--- config.mk ---
export PLATFORM = sky130hd
export DESIGN_NAME = rle_cell
export DESIGN_NICKNAME = d
export VERILOG_FILES = /design/src/hw/rtl/rle_pkg.sv /design/src/hw/rtl/rle_cell.sv
export SDC_FILE = /design/constraint.sdc
export NUM_CORES = 1
export LEC_CHECK = 0
export ABC_AREA = 1
export BUFFER_PORTS_ARGS = -buffer_cell sky130_fd_sc_hd__buf_2
export CAP_MARGIN = 40
export CORE_MARGIN = 2
export CORE_UTILIZATION = 41
export CTS_BUF_LIST = sky130_fd_sc_hd__clkbuf_8
export CTS_CLUSTER_DIAMETER = 30
export DETAILED_ROUTE_END_ITERATION = 16
export PLACE_DENSITY = 0.76
export SLEW_MARGIN = 20
export SYNTH_ARGS = -nofsm -noshare
export SYNTH_HDL_FRONTEND = slang
export SYNTH_SLANG_ARGS = --single-unit
--- constraint.sdc ---
create_clock -name clk -period 3.8 [get_ports clk]
set_input_delay 0.76 -clock clk [delete_from_list [all_inputs] [get_ports clk]]
set_output_delay 0.76 -clock clk [all_outputs]
set_load 0.02 [all_outputs]
--- src/hw/rtl/rle_pkg.sv ---
`timescale 1ns / 1ps
// ----------------------------------------------------------------------------
// rle_pkg: shared types and constants for the resizable list engine
// Request and response payloads, request and status codes, and the control
// word that the top level broadcasts to every cell of the chain.
// ----------------------------------------------------------------------------
package rle_pkg;

    localparam int WORD_W     = 32;
    localparam int IDX_W      = 11;
    localparam int GROUP_SIZE = 16;

    typedef enum logic [2:0] {
        REQ_GET    = 3'd0,
        REQ_SET    = 3'd1,
        REQ_PUSH   = 3'd2,
        REQ_INSERT = 3'd3,
        REQ_REMOVE = 3'd4,
        REQ_RESIZE = 3'd5
    } req_kind_t;

    typedef enum logic [1:0] {
        STAT_OK    = 2'd0,
        STAT_RANGE = 2'd1,
        STAT_FULL  = 2'd2,
        STAT_SIZE  = 2'd3
    } status_t;

    typedef enum logic [2:0] {
        CELL_NOP    = 3'd0,
        CELL_WRITE  = 3'd1,
        CELL_INSERT = 3'd2,
        CELL_REMOVE = 3'd3,
        CELL_PAD    = 3'd4,
        CELL_READ   = 3'd5
    } cell_op_t;

    typedef struct packed {
        logic [2:0]               req_type;
        logic [7:0]               position;
        logic signed [WORD_W-1:0] data_word;
        logic [7:0]               target_length;
    } req_t;

    typedef struct packed {
        logic signed [WORD_W-1:0] read_word;
        logic [7:0]               length_now;
        logic [1:0]               status;
    } rsp_t;

    typedef struct packed {
        cell_op_t          op;
        logic [IDX_W-1:0]  pos;
        logic [IDX_W-1:0]  lo;
        logic [IDX_W-1:0]  hi;
        logic [WORD_W-1:0] word;
    } cell_ctl_t;

endpackage

--- src/hw/rtl/rle_cell.sv ---
`timescale 1ns / 1ps
// ----------------------------------------------------------------------------
// rle_cell: one element of the list chain
// Holds one word; takes the broadcast word, a neighbor's word or the pad word
// according to its own index, and presents its word on a tap for reads.
// ----------------------------------------------------------------------------
module rle_cell #(
    parameter int INDEX = 0
) (
    input  logic                       clk,
    input  rle_pkg::cell_ctl_t         ctl,
    input  logic [rle_pkg::WORD_W-1:0] left_word,
    input  logic [rle_pkg::WORD_W-1:0] right_word,
    output logic [rle_pkg::WORD_W-1:0] word,
    output logic [rle_pkg::WORD_W-1:0] tap
);
    import rle_pkg::*;

    localparam logic [IDX_W-1:0] ID = IDX_W'(INDEX);

    logic [WORD_W-1:0] word_reg;
    logic [WORD_W-1:0] word_next;
    logic [WORD_W-1:0] tap_reg;
    logic [WORD_W-1:0] tap_next;

    always_comb
    begin
        word_next = word_reg;
        tap_next  = '0;
        unique case (ctl.op)
            CELL_NOP:
            begin
                word_next = word_reg;
            end
            CELL_WRITE:
            begin
                if (ID == ctl.pos)
                begin
                    word_next = ctl.word;
                end
            end
            CELL_INSERT:
            begin
                if (ID > ctl.pos)
                begin
                    word_next = left_word;
                end
                else if (ID == ctl.pos)
                begin
                    word_next = ctl.word;
                end
            end
            CELL_REMOVE:
            begin
                if (ID >= ctl.pos)
                begin
                    word_next = right_word;
                end
            end
            CELL_PAD:
            begin
                if (ID >= ctl.lo && ID < ctl.hi)
                begin
                    word_next = ctl.word;
                end
            end
            CELL_READ:
            begin
                if (ID == ctl.pos)
                begin
                    tap_next = word_reg;
                end
            end
            default:
            begin
                word_next = word_reg;
            end
        endcase
    end

    always_ff @(posedge clk)
    begin
        word_reg <= word_next;
        tap_reg  <= tap_next;
    end

    assign word = word_reg;
    assign tap  = tap_reg;

endmodule

=== Word level (Yosys, flattened, before mapping) ===
Index checks and enable logic that the tools add are counted.

* Bits in registers: 64
* Bits in latches: 0
* Memory bits (writable): 0
* ROM bits: 0
* Output and inout port bits: 64
* Word-level logic and storage cells: 23
* Memories: 0

* Add/sub/neg operators: 0
* $mul: 0
* Divide/modulo/power cells: 0
* Order comparisons: 4
* Equality and inequality tests: 7
* Shifts and indexed selects: 0
* Mux-type cells: 5
* Bitwise gates (word level): 0
* Reductions and logical operators: 5

{| class="wikitable"
|+ Operators by type and width
! operator !! number
|-
| $mux W32 || 4
|-
| $pmux W32 S4 || 1
|-
| $ge A1 B11 Y1 const A || 2
|-
| $gt A1 B11 Y1 const A || 1
|-
| $logic_not A11 Y1 || 1
|-
| $lt A1 B11 Y1 const A || 1
|-
| $eq A3 B2 Y1 const B || 2
|-
| $eq A3 B3 Y1 const B || 2
|-
| $ne A2 B2 Y1 const B || 2
|-
| $reduce_bool A4 Y1 || 1
|-
| $eq A3 B1 Y1 const B || 1
|-
| $reduce_and A3 Y1 || 1
|-
| $reduce_and A2 Y1 || 1
|-
| $logic_and A1 B1 Y1 || 1
|}

=== Longest topological paths before layout ===
Gate-level depths: netlist of the first run.

* Word-level depth: 4
* Gate-level depth with buffers: 8
* Mapped depth without buffers: 7

=== Least setup slack after synthesis of the first run ===
No wires, ideal clock.

* Path type: input -> register
* From: input ctl[62] in the netlist's numbering
* To: register word_reg[0] (netlist: word[0]), enable pin
* Library setup time: 0.432 ns
* Arrival: 2.933 ns
* Required time: 3.368 ns
* Path slack: 0.436 ns
* Stages on the path: 7
* Buffers on the path: 0
* Path through: nor2_1 nand2_1 nor2_4 nand2_4 nand2_1 nand2_1 a21oi_1

* Cells in the longest elaborated chain, start to end: 3

{| class="wikitable"
|+ RTL lines
! what !! RTL line !! text
|-
| from (decl) || rle_cell.sv:11 || <nowiki>input rle_pkg::cell_ctl_t ctl,</nowiki>
|-
| $ge A1 B11 Y1 || rle_cell.sv:55 || <nowiki>if (ID >= ctl.pos)</nowiki>
|-
| $ne A2 B2 Y1 (no source line) || n/a ||
|-
| $reduce_and A3 Y1 (no source line) || n/a ||
|-
| to (signal assigned) || rle_cell.sv:83 || <nowiki>word_reg <= word_next;</nowiki>
|-
| to (decl) || rle_cell.sv:21 || <nowiki>logic [WORD_W-1:0] word_reg;</nowiki>
|}

No other way between the ends.
A chain may end at the register's enable or synchronous reset.

=== Worst setup path in the final report of the first run ===
* From: input ctl[62] in the netlist's numbering
* To: register word_reg[11] (netlist: word[11]), enable pin

Same word-level chain as after synthesis.

==> reports/metrics.cfg, run 1 <==
[detailed_routing]
wl_per_cell_um=12.0
remaining_drc_errors=0
drt_iter0_drc=142
via_count=3367
vias_per_cell=4.64
final_antenna_net_count=0
totalWireLength_um=8710
drt_pass1_iterations=4

[synthesis]
synth_commonest_cells=nand2_1 (112), inv_1 (109), nand3_1 (65)
synth_compound_area_share_pct=5.17
synth_most_common_cell=nand2_1
muxShareOfSynthArea_pct=0
synth_fa_ha_area_share_pct=0
synthXorXnorAreaFrac_pct=0
synth_top_area_share_pct=28.8
synthArstFlopShare_pct=0
postSynthAreaPerCell_sq_um=7.23
synth_area_sq_mm=0.00334
ys_ff_latch=64
synth_top_family_by_area=simple AND/OR/NAND/NOR gates
ys_seq_area_share_pct=47.9
synth_nets=595
netlist_top_cells_area=edfxtp_1 (29%), dfxtp_1 (19%), nand2_1 (13%)
syn_inst=462
synth_edf_count=32
synth_cell_types=22
synth-simple-area-share_pct=29.7
synth_area_leader_cell=edfxtp_1
ys_warn_count=0
synth_ff_type=edfxtp_1

[sta]
max_freq_mhz=401
finalHoldViolations=0
relSlewSlack_pct=59.8
fin_tns_setup_ns=0
fin_crit_sh_pct=65.6
rsz0062_at_grt=false
final.setup.worst_slack_ns=1.31
min_period_ns=2.49
slew_viol_final=0
finClkSkew_ns=0.00565
setup_violations=0
tightest_slew_ns=0.602

[floorplanning]
start_util_pct=42.8
die_x_um=94.3
fp.coreArea_sq_mm=0.00781
die-area_sq_mm=0.00889
num_io_pins=197
die_y_um=94.3
rows=32

[cts]
ctsHoldBuffers=0
clock_tree.root_cell=clkbuf_8
clk_pin_slew_ns=0.07
cts_num_sinks=64
htree_levels=3
cts_setup_buffers=0
numCtsBuffers=9
cts_tree=yes
clk_path_buf_depth=2
clock_latency_ns=0.33
cts_resized=0

[place]
dp_cells=710
post-place-ws_ns=0.933
dp_hpwl_um=6110
gp_congestion=0.836
port-buffer-count=164

[critical_path]
crit_path_end_kind=register
crit_required_ns=3.82
critical_path_class=in -> reg
cp.arrival_ns=2.51
critPathMaxFanout=33
cpMostUsedCell=nand2_1
crit_chain=buf_2 > nor2_1 > nand2_1 > nor2_4 > nand2_4 > nand2_1 > nand2_1 > a21oi_4 > buf_4
crit_buf_inv=2
critPathSlowestCell=a21oi_4
worstSetupStartpointType=input pin
max_stage_delay_ns=0.49
cp_top_family=simple AND/OR/NAND/NOR gates

[global_route]
use_met1_pct=23.8
antenna_found_initial=0
grt_most_used_layer=met2
grt_pass1_vias=3298
grtUsageMet3_pct=4.98
grt_util_met2_pct=34.5
grt_pass1_wl_um=14100
grt-ovfl-total=0
grt_max_degree=34
grt_util_all_layers_pct=20.1

[layout]
finalNonFillerCells=726
nFillCells=769
nets=752
area_growth_pct=31.3
antenna-diode-count=0
layout-drive-gt1-share_pct=30.9

[power]
p_per_area_mw_per_mm2=385
p_seq_share_pct=46.7
vdd_drop_max_uv=185
power.share.combinational_pct=15.9
intPower_uw=1240
p_sw_uw=451
p_clk_share_pct=37.4
p_leak_uw=0.00248
power.share.switching_pct=26.7

[min_path]
holdCritPathClass=reg -> reg

[job]
cap_violations=0

[outcome]
status=finished clean

[cell families (layout without fill, tap and decap cells)]
kind of cell	count (synthesis)	count (layout)
buffers and inverters	134	296
flip-flops	64	64
AND/OR/NAND/NOR	230	230
AO/OA/AOI/OAI	34	34
[power by group through the flow]
stage | Sequential (uW) | Combinational [uW] | Clock, uW
floorplan | 844 | 117 | 0
global placement | 803 | 261 | 0
detailed placement | 803 | 269 | 0
CTS | 788 | 270 | 643
global route | 792 | 303 | 670
finish | 788 | 269 | 631
[per-layer routing]
metal	share of wire, %	up-vias
met4	2.1	0
met1	41	1464
li1	-	1711
met2	48	172
met5	0	-
met3	9.6	20
[path summary, 6_finish.rpt]
path | end | slack, ns | startpoint | cells after the start
worst max-delay path | word[11] | 1.31 | ctl[62] | 9
worst min-delay path | tap[5] | 0.51 | word[5] | 2
worst max register to register | word[25] | 2.83 | word[25] | 4
worst min register to register | tap[5] | 0.51 | word[5] | 2
[worst reg2reg max path, cell delays in order (launching register included)]
cell      delay [ns]
edfxtp_1        0.42
inv_1           0.10
nand2_1         0.06
nand3_1         0.08
nand2_1         0.07
[per-stage QoR]
| step | power (uW) | utilization [%] | area [sq um] | hold slack [ns] |
|---|---|---|---|---|
| floorplan | 961 | - | 3340 | 0.636 |
| detailed placement | 1070 | 53.5 | 4180 | 0.497 |
| CTS | 1700 | 56.2 | 4390 | 0.511 |
| finish | 1690 | 56.2 | 4390 | 0.508 |
| global placement | 1060 | 53.5 | 4180 | 0.488 |
| global route | 1770 | 56.2 | 4390 | 0.534 |
[placed cells by master (no fill, tap or decap), types with 2 or more instances in the layout]
master / count
nand3_1: 65
clkinv_2: 3
bufinv_16: 2
nor2_1: 45
buf_4: 4
buf_2: 164
o21ai_1: 4
o21ai_0: 28
inv_2: 3
nand2_1: 112
edfxtp_1: 32
clkbuf_8: 9
inv_1: 110
dfxtp_1: 32
nor2_2: 2
[area by class of cell]
type	count	area, sq um	share of cell area (%)
multi-input combinational	264	1180	26.8
clock inverter	7	87.6	2.00
tap	102	128	2.91
timing repair buffer	168	851	19.4
clock buffer	9	124	2.82
inverter	112	420	9.58
sequential	64	1600	36.5
Note: power is estimated with default switching activity, not from simulation.
==> inputs of run 2 (changes only) <==
ABC_AREA = 0   (was 1)
CORE_UTILIZATION = 37   (was 41)
PLACE_DENSITY = 0.78   (was 0.76)
clock period = 2.05 ns   (was 3.8 ns; I/O delays follow)
==> run 2 against run 1 <==
Net effect:
- wire length down 24%
- via count down 33%
- first-iteration DRC count down 39%
- largest power group unchanged
- highest routed layer unchanged
==> reports/metrics.cfg, run 2 <==
[layout]
regArea_sq_mm=0.00160
nets=508
design_area_sq_mm=0.00383
multiInputGateArea_sq_um=993
nFillCells=619
antenna-diode-count=0
utilization_pct=56.4
area_growth_pct=47.8
final_common_cell=buf_2
mostFrequentLayoutCells=buf_2 (164), and2_1 (64), a221o_1 (32), dfxtp_1 (32), edfxtp_1 (32)
layout-drive-gt1-share_pct=53.7

[power]
vdd_drop_max_uv=302
p_seq_share_pct=52.5
power.total_uw=2730
p_clk_share_pct=34.2
intPower_uw=2020
p_per_area_mw_per_mm2=713
p_sw_uw=711
power.share.switching_pct=26.0
p_leak_uw=0.00182
power.share.combinational_pct=13.3

[job]
cap_violations=0

[sta]
rsz0062_at_grt=false
tightest_slew_ns=0.322
setup_violations=0
finClkSkew_ns=0.00947
min_period_ns=1.76
relSlewSlack_pct=78.4
fin_crit_sh_pct=85.8
fin_tns_setup_ns=0
slew_viol_final=0
max_freq_mhz=569
finalHoldViolations=0

[floorplanning]
start_util_pct=38.2
rows=30
die-area_sq_mm=0.00769
num_io_pins=197
fp.coreArea_sq_mm=0.00679
die_y_um=87.7
die_x_um=87.7

[detailed_routing]
vias_per_cell=4.75
via_count=2261
drt_iter0_drc=87
final_antenna_net_count=0
remaining_drc_errors=0
totalWireLength_um=6600
wl_per_cell_um=13.9
drt_pass1_iterations=4

[cts]
cts_resized=0
ctsHoldBuffers=0
numCtsBuffers=9
clk_path_buf_depth=2
htree_levels=3
clock_latency_ns=0.34
cts_num_sinks=64
cts_setup_buffers=0
cts_tree=yes
clock_tree.root_cell=clkbuf_8
clk_pin_slew_ns=0.07

[global_route]
grt_pass1_wl_um=9980
grt-ovfl-total=0
antenna_found_initial=0
grt_util_all_layers_pct=17.3
grt_pass1_vias=2102
grt_max_degree=33

[synthesis]
postSynthAreaPerCell_sq_um=13.1
ys_ff_latch=64
ys_warn_count=0
netlist_top_cells_area=edfxtp_1 (37%), dfxtp_1 (25%), and2_1 (15%)
synth_top_area_share_pct=37.1
ys_seq_area_share_pct=61.8
synth_commonest_cells=and2_1 (64), a221o_1 (32), dfxtp_1 (32), edfxtp_1 (32), clkbuf_1 (9)
synth_nets=331
synth_edf_count=32
synth_area_sq_mm=0.00259
syn_inst=198
synth_most_common_cell=and2_1
synth_area_leader_cell=edfxtp_1
synthArstFlopShare_pct=0
synth_ff_type=edfxtp_1
synth_cell_types=24

[critical_path]
r2r_end=word[15]
crit_path_end_kind=register
crit_end=word[27]
crit_required_ns=2.25
worstSetupStartpointType=input pin
critPathLaunch=ctl[58]
cp.arrival_ns=1.96
r2r-start=word[15]
critPathMaxFanout=17
ff2ff_path_depth=1
r2r_setup_slack_ns=1.00
critical_path_class=in -> reg

[place]
place_area_sq_mm=0.00366
port-buffer-count=164
gp_congestion=0.759
dp_hpwl_um=5120

[outcome]
status=finished clean

[min_path]
hold_depth=2
holdCritPathClass=in -> reg

-- run 2: cell count changes in the layout (fill, tap and decap cells not counted), moves of 10 or more --
cell     before  now
nor2_1       45    1
nand3_1      65    0
o21ai_0      28    0
nand2_1     112    1
and2_1        1   64
inv_1       110    0
buf_4         4   14
a221o_1       0   32
-- run 2: cell type report --
cell class / count / share of cell area, %
clock inverters: 7 / 1.24
multi-input cells: 121 / 25.9
repair buffers: 179 / 24.7
well taps: 96 / 3.13
clock buffers: 9 / 3.23
flip-flops and latches: 64 / 41.8
-- run 2: how the worst min path moves through the flow --
stage	slack [ns]	from	endpoint
floorplan	0.63	ctl[0]	word[0]
global placement	0.49	word[29]	tap[29]
detailed placement	0.49	word[28]	tap[28]
CTS	0.35	ctl[11]	word[11]
global route	0.35	ctl[2]	word[2]
finish	0.37	ctl[2]	word[2]
-- run 2: power groups by stage --
| stage | sequential (uW) | clock [uW] | combinational [uW] |
|---|---|---|---|
| 4_1_cts | 1440 | 974 | 366 |
| 5_1_grt | 1440 | 1020 | 393 |
| 2_1_floorplan | 1510 | 0 | 126 |
| 6_report | 1440 | 936 | 363 |
| 3_5_place_dp | 1460 | 0 | 364 |
| 3_3_place_gp | 1460 | 0 | 355 |
-- run 2: kinds of logic after synthesis --
| family | after synthesis | share of synthesized area [%] |
|---|---|---|
| DFF | 64 | 61.8 |
| and+or+nand+nor | 85 | 21.1 |
| AOI/OAI and AO/OA | 36 | 14.3 |
| buffers and inverters | 13 | 2.80 |
-- run 2: worst max-delay path, stage by stage --
cell and delay [ns]:
buf_2 0.12, or4_4 0.56, o41ai_4 0.38, buf_4 0.29
a221o_1 0.19
-- run 2: layer usage --
layer / up-vias / global-route usage [%] / share of wire (%)
li1: 1113 / - / -
met1: 1014 / 20.4 / 43
met2: 124 / 29.6 / 48
met3: 10 / 5.84 / 7.8
met4: 0 / 5.87 / 1.6
met5: - / 0 / 0
-- run 2: stage by stage --
step / hold slack [ns] / instances / worst slack (ns)
global route: 0.349 / 476 / 0.247
finish: 0.369 / 476 / 0.292
CTS: 0.347 / 476 / 0.297
detailed placement: 0.485 / 460 / -0.0505
floorplan: 0.625 / 198 / -0.112
global placement: 0.486 / 460 / -0.0178
